===== config.mk =====
export PLATFORM = sky130hd
export DESIGN_NAME = sensor_code_convert_and_average_flat
export DESIGN_NICKNAME = d
export VERILOG_FILES = /design/src/rtl/core/scac_pkg.sv /design/src/rtl/core/scac_if.sv /design/src/rtl/core/scac_ram.sv /design/src/rtl/core/scac_ctrl.sv /design/src/rtl/core/scac_datapath.sv /design/src/rtl/core/sensor_code_convert_and_average.sv /design/src/flat_wrapper.sv
export SDC_FILE = /design/constraint.sdc
export NUM_CORES = 1
export LEC_CHECK = 0
export BUFFER_PORTS_ARGS = -buffer_cell sky130_fd_sc_hd__buf_4
export CORE_ASPECT_RATIO = 0.75
export CORE_UTILIZATION = 40
export CTS_CLUSTER_DIAMETER = 30
export DETAILED_ROUTE_END_ITERATION = 7
export PLACE_DENSITY_LB_ADDON = 0.05
export SKIP_CTS_REPAIR_TIMING = 1
export SKIP_LAST_GASP = 1
export SLEW_MARGIN = 20
export SYNTH_ARGS = -nofsm -noshare
export SYNTH_HDL_FRONTEND = slang
export SYNTH_SLANG_ARGS = --single-unit

===== constraint.sdc =====
create_clock -name clock -period 8.92 [get_ports clock]
set_input_delay 0.892 -clock clock [delete_from_list [all_inputs] [get_ports clock]]
set_output_delay 0.892 -clock clock [all_outputs]
set_load 0.02 [all_outputs]

===== src/rtl/core/scac_pkg.sv =====
// Shared constants and controller/datapath handshake types for the sensor
// code converter and averager. No dependencies.
package scac_pkg;

   localparam int SAMPLES_DEF = 8;

   localparam int CODE_W    = 16;  // raw converter code
   localparam int VAL_W     = 16;  // converted value, signed Q8.8
   localparam int HVAL_W    = 15;  // humidity value, always non-negative
   localparam int COUNT_W   = 7;   // samples_used field

   localparam int TEMP_MUL  = 165;
   localparam int TEMP_OFS  = 40 * 256;
   localparam int HUMID_MUL = 100;

   localparam logic CH_TEMP  = 1'b0;
   localparam logic CH_HUMID = 1'b1;

   typedef struct packed {
      logic capture;   // latch the accepted item
      logic read;      // convert code, read the ring slot
      logic update;    // update ring and sum, load the divider
      logic div_step;  // one quotient bit
      logic out_load;  // move the quotient into the output register
   } scac_cmd_type;

   typedef struct packed {
      logic div_done;
   } scac_sts_type;

endpackage


===== src/rtl/core/scac_if.sv =====
// Valid/ready channel interfaces for request and response items.
// Depends on scac_pkg for field widths.
interface scac_req_intf
   import scac_pkg::*;
();
   logic              valid;
   logic              ready;
   logic              sensor_channel;
   logic [CODE_W-1:0] raw_code;

   modport source (output valid, sensor_channel, raw_code, input ready);
   modport sink   (input valid, sensor_channel, raw_code, output ready);
endinterface

interface scac_rsp_intf
   import scac_pkg::*;
();
   logic                     valid;
   logic                     ready;
   logic                     result_channel;
   logic signed [VAL_W-1:0]  average_value;
   logic [COUNT_W-1:0]       samples_used;

   modport source (output valid, result_channel, average_value, samples_used, input ready);
   modport sink   (input valid, result_channel, average_value, samples_used, output ready);
endinterface


===== src/rtl/core/scac_ram.sv =====
// Generic single-port RAM with registered read data.
// No dependencies.
module scac_ram #(
   parameter int WIDTH = 16,
   parameter int DEPTH = 16
) (
   input  logic                     clock,
   input  logic                     we,
   input  logic [$clog2(DEPTH)-1:0] addr,
   input  logic [WIDTH-1:0]         wdata,
   output logic [WIDTH-1:0]         rdata
);

   logic [WIDTH-1:0] mem_ff [DEPTH];
   logic [WIDTH-1:0] rdata_ff;

   always_ff @(posedge clock) begin
      if (we) begin
         mem_ff[addr] <= wdata;
      end
      rdata_ff <= mem_ff[addr];
   end

   assign rdata = rdata_ff;

endmodule


===== src/rtl/core/scac_ctrl.sv =====
// Sequencing state machine: accept, convert/read, update, divide, output.
// Depends on scac_pkg for the command and status structs.
module scac_ctrl
   import scac_pkg::*;
(
   input  logic         clock,
   input  logic         reset,
   input  logic         req_valid,
   output logic         req_ready,
   output logic         rsp_valid,
   input  logic         rsp_ready,
   output scac_cmd_type cmd,
   input  scac_sts_type sts
);

   localparam logic [1:0] ST_IDLE = 2'd0;
   localparam logic [1:0] ST_READ = 2'd1;
   localparam logic [1:0] ST_UPD  = 2'd2;
   localparam logic [1:0] ST_DIV  = 2'd3;

   logic [1:0] state_ff, state_in;
   logic       out_valid_ff, out_valid_in;
   logic       out_free;

   assign out_free  = !out_valid_ff || rsp_ready;
   assign req_ready = (state_ff == ST_IDLE);
   assign rsp_valid = out_valid_ff;

   always_comb begin
      cmd      = '0;
      state_in = state_ff;
      case (state_ff)
         ST_IDLE: begin
            if (req_valid) begin
               cmd.capture = 1'b1;
               state_in    = ST_READ;
            end
         end
         ST_READ: begin
            cmd.read = 1'b1;
            state_in = ST_UPD;
         end
         ST_UPD: begin
            cmd.update = 1'b1;
            state_in   = ST_DIV;
         end
         ST_DIV: begin
            if (!sts.div_done) begin
               cmd.div_step = 1'b1;
            end else if (out_free) begin
               cmd.out_load = 1'b1;
               state_in     = ST_IDLE;
            end
         end
         default: begin
            state_in = ST_IDLE;
         end
      endcase
   end

   always_comb begin
      if (cmd.out_load) begin
         out_valid_in = 1'b1;
      end else if (rsp_ready) begin
         out_valid_in = 1'b0;
      end else begin
         out_valid_in = out_valid_ff;
      end
   end

   always_ff @(posedge clock) begin
      if (reset) begin
         state_ff     <= ST_IDLE;
         out_valid_ff <= 1'b0;
      end else begin
         state_ff     <= state_in;
         out_valid_ff <= out_valid_in;
      end
   end

   // never overwrite a result that has not been taken
   a_no_overwrite: assert property (@(posedge clock) disable iff (reset)
      cmd.out_load |-> (!out_valid_ff || rsp_ready))
      else $error("result overwritten before it was taken");

   a_accept_seq: assert property (@(posedge clock) disable iff (reset)
      (req_valid && req_ready) |=> (state_ff == ST_READ))
      else $error("accepted item did not start processing");

   a_upd_to_div: assert property (@(posedge clock) disable iff (reset)
      (state_ff == ST_UPD) |=> (state_ff == ST_DIV && !req_ready))
      else $error("update not followed by divide");

   a_load_shows: assert property (@(posedge clock) disable iff (reset)
      cmd.out_load |=> (rsp_valid && req_ready))
      else $error("loaded result not presented");

endmodule


===== src/rtl/core/scac_datapath.sv =====
// Conversion, per-channel ring buffers with running sums, and a
// bit-per-cycle divider. Depends on scac_pkg and scac_ram.
module scac_datapath
   import scac_pkg::*;
#(
   parameter int SAMPLES = SAMPLES_DEF
) (
   input  logic                     clock,
   input  logic                     reset,
   input  scac_cmd_type             cmd,
   output scac_sts_type             sts,
   input  logic                     req_sensor_channel,
   input  logic [CODE_W-1:0]        req_raw_code,
   output logic                     rsp_result_channel,
   output logic signed [VAL_W-1:0]  rsp_average_value,
   output logic [COUNT_W-1:0]       rsp_samples_used
);

   localparam int LOG_S  = $clog2(SAMPLES);
   localparam int IDX_W  = (SAMPLES > 1) ? LOG_S : 1;
   localparam int CNT_W  = $clog2(SAMPLES + 1);
   localparam int TSUM_W = VAL_W + LOG_S;
   localparam int HSUM_W = HVAL_W + LOG_S;
   localparam int MAG_W  = TSUM_W;
   localparam int STEP_W = $clog2(MAG_W + 1);
   localparam int DEPTH  = 2 * SAMPLES;
   localparam int ADDR_W = $clog2(DEPTH);
   localparam int TPROD_W = CODE_W + 8;
   localparam int HPROD_W = CODE_W + 7;

   // captured item and converted value
   logic                     chan_ff;
   logic [CODE_W-1:0]        code_ff;
   logic signed [VAL_W-1:0]  value_ff, value_in;

   // per-channel ring state
   logic [IDX_W-1:0]         tidx_ff, hidx_ff;
   logic                     tfill_ff, hfill_ff;
   logic signed [TSUM_W-1:0] tsum_ff, tsum_in;
   logic [HSUM_W-1:0]        hsum_ff, hsum_in;

   // divider
   logic [MAG_W-1:0]         dvd_ff, dvd_in, mag_in;
   logic [CNT_W-1:0]         rem_ff, rem_in, dsr_ff, count_in;
   logic [STEP_W-1:0]        step_ff;
   logic                     neg_ff, neg_in;

   // output register
   logic                     out_chan_ff;
   logic signed [VAL_W-1:0]  out_avg_ff;
   logic [COUNT_W-1:0]       out_cnt_ff;

   logic [TPROD_W-1:0]       t_prod;
   logic [HPROD_W-1:0]       h_prod;
   logic signed [VAL_W:0]    t_val;

   logic [IDX_W-1:0]         slot;
   logic                     filled;
   logic [IDX_W:0]           slot_nxt;
   logic                     wrap;
   logic [ADDR_W-1:0]        ram_addr;
   logic [VAL_W-1:0]         ram_rdata;
   logic [VAL_W-1:0]         old_val;
   logic [CNT_W:0]           rem_sh;
   logic                     ge;

   // code conversion: one narrow multiply per channel, registered before use
   assign t_prod = TPROD_W'(code_ff) * TPROD_W'(TEMP_MUL);
   assign h_prod = HPROD_W'(code_ff) * HPROD_W'(HUMID_MUL);
   assign t_val  = $signed({1'b0, t_prod[TPROD_W-1:8]}) - (VAL_W+1)'(TEMP_OFS);
   assign value_in = (chan_ff == CH_HUMID) ? VAL_W'({1'b0, h_prod[HPROD_W-1:8]})
                                           : t_val[VAL_W-1:0];

   assign slot     = (chan_ff == CH_HUMID) ? hidx_ff : tidx_ff;
   assign filled   = (chan_ff == CH_HUMID) ? hfill_ff : tfill_ff;
   assign slot_nxt = {1'b0, slot} + (IDX_W+1)'(1);
   assign wrap     = (slot_nxt == (IDX_W+1)'(SAMPLES));
   assign ram_addr = (chan_ff == CH_HUMID) ? ADDR_W'(SAMPLES) + ADDR_W'(hidx_ff)
                                           : ADDR_W'(tidx_ff);

   scac_ram #(
      .WIDTH (VAL_W),
      .DEPTH (DEPTH)
   ) u_ring (
      .clock (clock),
      .we    (cmd.update),
      .addr  (ram_addr),
      .wdata (value_ff),
      .rdata (ram_rdata)
   );

   // before the first wrap the overwritten slot was never written: its value is taken as zero
   assign old_val = filled ? ram_rdata : '0;

   assign tsum_in = tsum_ff - TSUM_W'($signed(old_val)) + TSUM_W'(value_ff);
   assign hsum_in = hsum_ff - HSUM_W'(old_val[HVAL_W-1:0])
                            + HSUM_W'(value_ff[HVAL_W-1:0]);

   assign count_in = (filled || wrap) ? CNT_W'(SAMPLES) : CNT_W'(slot_nxt);

   always_comb begin
      if (chan_ff == CH_HUMID) begin
         neg_in = 1'b0;
         mag_in = MAG_W'(hsum_in);
      end else begin
         neg_in = tsum_in[TSUM_W-1];
         mag_in = neg_in ? MAG_W'(-tsum_in) : MAG_W'(tsum_in);
      end
   end

   // restoring division, one quotient bit per step
   assign rem_sh = {rem_ff, dvd_ff[MAG_W-1]};
   assign ge     = (rem_sh >= {1'b0, dsr_ff});
   assign rem_in = ge ? CNT_W'(rem_sh - {1'b0, dsr_ff}) : rem_sh[CNT_W-1:0];
   assign dvd_in = {dvd_ff[MAG_W-2:0], ge};

   assign sts.div_done = (step_ff == '0);

   always_ff @(posedge clock) begin
      if (cmd.capture) begin
         chan_ff <= req_sensor_channel;
         code_ff <= req_raw_code;
      end
      if (cmd.read) begin
         value_ff <= value_in;
      end
      if (cmd.update) begin
         dvd_ff <= mag_in;
         rem_ff <= '0;
         dsr_ff <= count_in;
         neg_ff <= neg_in;
      end else if (cmd.div_step) begin
         dvd_ff <= dvd_in;
         rem_ff <= rem_in;
      end
      if (cmd.out_load) begin
         out_chan_ff <= chan_ff;
         out_avg_ff  <= neg_ff ? -dvd_ff[VAL_W-1:0] : dvd_ff[VAL_W-1:0];
         out_cnt_ff  <= COUNT_W'(dsr_ff);
      end
   end

   always_ff @(posedge clock) begin
      if (reset) begin
         tidx_ff  <= '0;
         hidx_ff  <= '0;
         tfill_ff <= 1'b0;
         hfill_ff <= 1'b0;
         tsum_ff  <= '0;
         hsum_ff  <= '0;
         step_ff  <= '0;
      end else begin
         if (cmd.update) begin
            step_ff <= STEP_W'(MAG_W);
            if (chan_ff == CH_HUMID) begin
               hidx_ff <= wrap ? '0 : slot_nxt[IDX_W-1:0];
               hfill_ff <= hfill_ff || wrap;
               hsum_ff <= hsum_in;
            end else begin
               tidx_ff <= wrap ? '0 : slot_nxt[IDX_W-1:0];
               tfill_ff <= tfill_ff || wrap;
               tsum_ff <= tsum_in;
            end
         end else if (cmd.div_step) begin
            step_ff <= step_ff - STEP_W'(1);
         end
      end
   end

   assign rsp_result_channel = out_chan_ff;
   assign rsp_average_value  = out_avg_ff;
   assign rsp_samples_used   = out_cnt_ff;

endmodule


===== src/rtl/core/sensor_code_convert_and_average.sv =====
// Sensor code converter with per-channel moving average (top level).
// Each accepted item is captured, converted while its ring slot is read, added to the sum
// and divided, one divider step per bit of the 16 + log2(SAMPLES) bit sum.
// A new item is accepted only once the serial divider has finished with the last one;
// the output register lets the next item start while a result waits.
// Synchronous active-high reset empties both rings and clears sums and indexes.
module sensor_code_convert_and_average
   import scac_pkg::*;
#(
   parameter int SAMPLES = SAMPLES_DEF
) (
   input  logic               clock,
   input  logic               reset,
   scac_req_intf.sink         req_bus,
   scac_rsp_intf.source       rsp_bus
);

   scac_cmd_type cmd;
   scac_sts_type sts;

   scac_ctrl u_ctrl (
      .clock     (clock),
      .reset     (reset),
      .req_valid (req_bus.valid),
      .req_ready (req_bus.ready),
      .rsp_valid (rsp_bus.valid),
      .rsp_ready (rsp_bus.ready),
      .cmd       (cmd),
      .sts       (sts)
   );

   scac_datapath #(
      .SAMPLES (SAMPLES)
   ) u_datapath (
      .clock              (clock),
      .reset              (reset),
      .cmd                (cmd),
      .sts                (sts),
      .req_sensor_channel (req_bus.sensor_channel),
      .req_raw_code       (req_bus.raw_code),
      .rsp_result_channel (rsp_bus.result_channel),
      .rsp_average_value  (rsp_bus.average_value),
      .rsp_samples_used   (rsp_bus.samples_used)
   );

endmodule


===== src/flat_wrapper.sv =====
// flat-port wrapper written by rule: the top's interface ports become plain ports
module sensor_code_convert_and_average_flat import scac_pkg::*;
#(
   parameter int SAMPLES = SAMPLES_DEF
)
  (clock, reset, req_bus_valid, req_bus_sensor_channel, req_bus_raw_code, req_bus_ready, rsp_bus_valid, rsp_bus_result_channel, rsp_bus_average_value, rsp_bus_samples_used, rsp_bus_ready);
  scac_req_intf req_bus_i ();
  scac_rsp_intf rsp_bus_i ();
  input  logic clock;
  input  logic reset;
  input wire logic [$bits(req_bus_i.valid)-1:0] req_bus_valid;
  input wire logic [$bits(req_bus_i.sensor_channel)-1:0] req_bus_sensor_channel;
  input wire logic [$bits(req_bus_i.raw_code)-1:0] req_bus_raw_code;
  output wire logic [$bits(req_bus_i.ready)-1:0] req_bus_ready;
  output wire logic [$bits(rsp_bus_i.valid)-1:0] rsp_bus_valid;
  output wire logic [$bits(rsp_bus_i.result_channel)-1:0] rsp_bus_result_channel;
  output wire logic [$bits(rsp_bus_i.average_value)-1:0] rsp_bus_average_value;
  output wire logic [$bits(rsp_bus_i.samples_used)-1:0] rsp_bus_samples_used;
  input wire logic [$bits(rsp_bus_i.ready)-1:0] rsp_bus_ready;
  assign req_bus_i.valid = req_bus_valid;
  assign req_bus_i.sensor_channel = req_bus_sensor_channel;
  assign req_bus_i.raw_code = req_bus_raw_code;
  assign req_bus_ready = req_bus_i.ready;
  assign rsp_bus_valid = rsp_bus_i.valid;
  assign rsp_bus_result_channel = rsp_bus_i.result_channel;
  assign rsp_bus_average_value = rsp_bus_i.average_value;
  assign rsp_bus_samples_used = rsp_bus_i.samples_used;
  assign rsp_bus_i.ready = rsp_bus_ready;
  sensor_code_convert_and_average #(.SAMPLES(SAMPLES)) u_core (.clock(clock), .reset(reset), .req_bus(req_bus_i), .rsp_bus(rsp_bus_i));
endmodule

==> qor.csv <==
stage,metric,value,unit
clock_tree,TritonCTS clock tree,done,
hold_path,HP Class,flip-flop to flip-flop,
floorplanning,chip height,208,um
floorplanning,Site Rows,74,
finish,Final Non-Filler Cells,2974,
finish,fillers,5011,
clock_tree,worst skew pair latency,0.62,ns
synth,Yosys warnings,0,
critical_path,kind of critical path,flip-flop to flip-flop,
clock_tree,H-tree depth,3,
grt,initial antenna violation count,1,
synth,cell taking the most area after synthesis,edfxtp_1,
grt,first-pass GRT wire length,91300,um
floorplanning,# IOs,47,
power,clock network fraction of total power,26.0,%
finish,Nets,2440,
critical_path,Worst Setup SP,u_core.u_datapath.chan_ff,
critical_path,Worst R2R Start,u_core.u_datapath.chan_ff,
synth,top-area cell type share of the netlist area,44.5,%
sta,Slew headroom,29.1,%
synth,"EDFF count, synth",334,
synth,Yosys cell types,74,
critical_path,CP Capture Point,u_core.u_datapath.dvd_ff[16],
floorplanning,full die area,0.0573,mm^2
sta,hold slack final,0.454,ns
critical_path,Worst Setup End Kind,flip-flop,
sta,slew at the pin closest to its max-slew limit,1.06,ns
detailed_routing,DR vias,15500,
critical_path,"most used cell, CP",fa_1,
power,Max VDD drop,0.000223,V
clock_tree,clk slew on worst S/H paths,0.05,ns
critical_path,CP max-delay cell,edfxtp_1,
synth,post-synthesis register bit count,407,
power,total power draw,12100,uW
synth,Mapped Cells,2111,
detailed_routing,residual DRC count,0,
grt,vias in the first global route,15600,
critical_path,CP Max Fanout,20,
sta,final period utilization,60.9,%
detailed_routing,Final Routed Wirelength,59000,um
detailed_routing,Via density,5.22,
placement,GPL Wtd Cong,0.818,
sta,setup TNS,0,ns
critical_path,R2R Setup Slk,3.49,ns
critical_path,reg2reg end,u_core.u_datapath.dvd_ff[16],
finish,Area Growth Syn to Fin,17.9,%
sta,"Slew Viols, Final",0,
floorplanning,standard cell core area,0.0551,mm^2
critical_path,"slowest stage delay, CP",0.90,ns
detailed_routing,first drt pass iteration count,5,
clock_tree,CTS Sinks,407,
run_status,status,"finished, final reports clean",
synth,ys flop type,edfxtp_1,
detailed_routing,ANT nets after route,0,
clock_tree,clock buffer depth,3,
placement,port buffer count,43,
synth,post-synthesis sequential area ratio,50.9,%
detailed_routing,post-DR wirelength/cell,19.8,um
power,Comb pwr share,49.4,%
sta,RSZ-0062 raised after global routing,false,
floorplanning,Die Wd,276,um
grt,total track usage,20.8,%
job,Max-cap violations,0,
sta,fmax,184,MHz
grt,Overflow after GRT,0,
sta,final hold vios,0,
critical_path,worst r2r path cells,14,
critical_path,startpoint types,flip-flop,
synth,most area-consuming cells after synthesis,"edfxtp_1, ha_1, dfxtp_1, nand2_1, fa_1",
sta,final setup fails,0,
critical_path,Worst EP required,9.23,ns
power,Seq pwr share,24.6,%
sta,Clock Skew,0.0442,ns
critical_path,crit-path cells,"mux2_2, and2_1, fa_1, inv_1, fa_1, a21o_1, a21oi_1, xnor2_1, or3_1, nor4_1, nand3_1, o31ai_1, xor2_1, o221ai_1",
floorplanning,Initial Utilization,40.9,%
detailed_routing,Iteration-0 DRC Markers,1084,
finish,share of cells above drive strength 1,11.0,%
power,Lkg Pwr,0.0106,uW
sta,Tmin final,5.43,ns
critical_path,Bufs and invs on worst path,1,
power,power per cell area,454,mW/mm^2
placement,Placed Cells incl. Taps,2818,
critical_path,Worst path depth,14,
hold_path,worst hold stages,2,
power,Net Sw Power,5010,uW
finish,fin util,48.3,%
power,switching share of power,41.5,%
synth,fraction of registers with async set/reset,0,%
power,Cell Int Power,7050,uW
clock_tree,root buf cell,clkbuf_16,
synth,"Avg Cell Area, Syn",10.7,um^2
grt,largest net degree at the start of global routing,84,
critical_path,worst endpoint data arrival time,5.74,ns
clock_tree,TritonCTS buffer count,85,
synth,synthesized area,0.0226,mm^2
finish,# diodes,0,
critical_path,Worst path top cell family by delay,simple AND/OR/NAND/NOR gates,
placement,DP HPWL,38200,um
[how the worst min path moves through the flow]
stage                                        from  slack, ns                                endpoint
finish               u_core.u_datapath.tsum_ff[5]       0.45            u_core.u_datapath.tsum_ff[5]
global route               req_bus_sensor_channel       0.44               u_core.u_datapath.chan_ff
floorplan             u_core.u_datapath.dvd_ff[0]       0.43  u_core.u_datapath.rsp_average_value[0]
global placement    u_core.u_datapath.tsum_ff[16]       0.44           u_core.u_datapath.tsum_ff[16]
CTS                        req_bus_sensor_channel       0.44               u_core.u_datapath.chan_ff
detailed placement   u_core.u_datapath.tsum_ff[5]       0.45            u_core.u_datapath.tsum_ff[5]
[synth_stat cells (all sizes together), types with 10 or more instances]
library cell	n
a211oi	16
a21o	16
a21oi	99
a311oi	48
a31oi	25
and2	21
and3	39
buf	21
clkbuf	69
dfxtp	73
edfxtp	334
fa	65
ha	171
inv	230
nand2	369
nand2b	16
nand3	91
nor2	85
nor3	30
o21a	10
o21ai	51
o221ai	13
o31ai	15
or3	14
xnor2	47
xor2	37
[layout make-up]
class / instances / area [um^2] / area share [%]
Multi-Input combinational cell: 1385 / 9900 / 37.2
Clock buffer: 111 / 2340 / 8.80
Tap cell: 722 / 903 / 3.40
Inverter: 231 / 870 / 3.27
Timing Repair Buffer: 73 / 548 / 2.06
Sequential cell: 407 / 11500 / 43.2
Clock inverter: 45 / 536 / 2.01
[sequential cells by signal, summed over array words and instances, names as in the netlist, 2 cells and up]
register                             count
u_core.u_datapath.hidx_ff                3
u_core.u_datapath.u_ring.rdata          16
u_core.u_datapath.value_ff              16
u_core.u_datapath.tsum_ff               19
u_core.u_datapath.tidx_ff                3
u_core.u_datapath.rsp_average_value     16
u_core.u_datapath.rem_ff                 4
u_core.u_datapath.rsp_samples_used       4
u_core.u_datapath.dsr_ff                 4
u_core.u_datapath.dvd_ff                19
u_core.u_datapath.u_ring.mem_ff        256
u_core.u_datapath.hsum_ff               18
u_core.u_datapath.code_ff               16
u_core.u_datapath.step_ff                5
u_core.u_ctrl.state_ff                   2
[power groups by stage]
stage	Clock, uW	Sequential (uW)	Combinational, uW
after floorplan	0	2840	4520
after global placement	0	3000	5950
after detailed placement	0	3010	5960
after CTS	3190	2980	6010
after global routing	3280	3000	6750
final	3130	2970	5960
[metrics by stage]
stage	setup slack (ns)	area [um^2]
2_1_floorplan	4.23	22600
3_3_place_gp	3.54	23700
3_5_place_dp	3.51	23700
4_1_cts	3.49	26600
5_1_grt	3.22	26600
6_report	3.49	26600
[cells in the final DEF, fill, tap and decap left out, types with 24 or more instances in the layout]
cell type  netlist  layout
a21oi_1         99      99
nand2_1        368     368
ha_1           171     171
buf_4            4      73
fa_1            65      65
nor2_1          85      72
inv_1          230     228
nor3_1          30      26
clkbuf_16        0      89
edfxtp_1       334     334
dfxtp_1         73      73
a31oi_1         24      24
a311oi_1        48      48
and3_1          39      39
xnor2_1         47      47
o21ai_0         41      41
nand3_1         90      90
xor2_1          37      37
[metal layers]
| layer | share of wire, % | GRT usage, % | vias to the layer above | wire length (um) |
|---|---|---|---|---|
| li1 | - | - | 7597 | - |
| met1 | 49 | 29.8 | 7525 | 29000 |
| met2 | 44 | 32.5 | 321 | 26100 |
| met3 | 4.5 | 3.34 | 82 | 2670 |
| met4 | 1.9 | 5.68 | 0 | 1140 |
| met5 | 0 | 0 | - | 0 |
[cells by family (layout without fill, tap and decap cells)]
logic type      after synthesis  in the layout  share of synthesized area, %
flops                       407            407                          50.9
simple gates                716            716                          14.4
xor+xnor                     84             84                          3.26
fa+ha+maj                   236            236                          15.3
other cells                   1              3                        0.0166
mux                           9              9                         0.416
compound gates              337            337                          10.2
buf+inv                     321            460                          5.51
[worst min-delay path, stage by stage, from the launching register on]
cell     delay, ns
dfxtp_1       0.30
nand2_1       0.05
a21oi_1       0.05
Note: power is estimated with default switching activity, not from simulation.
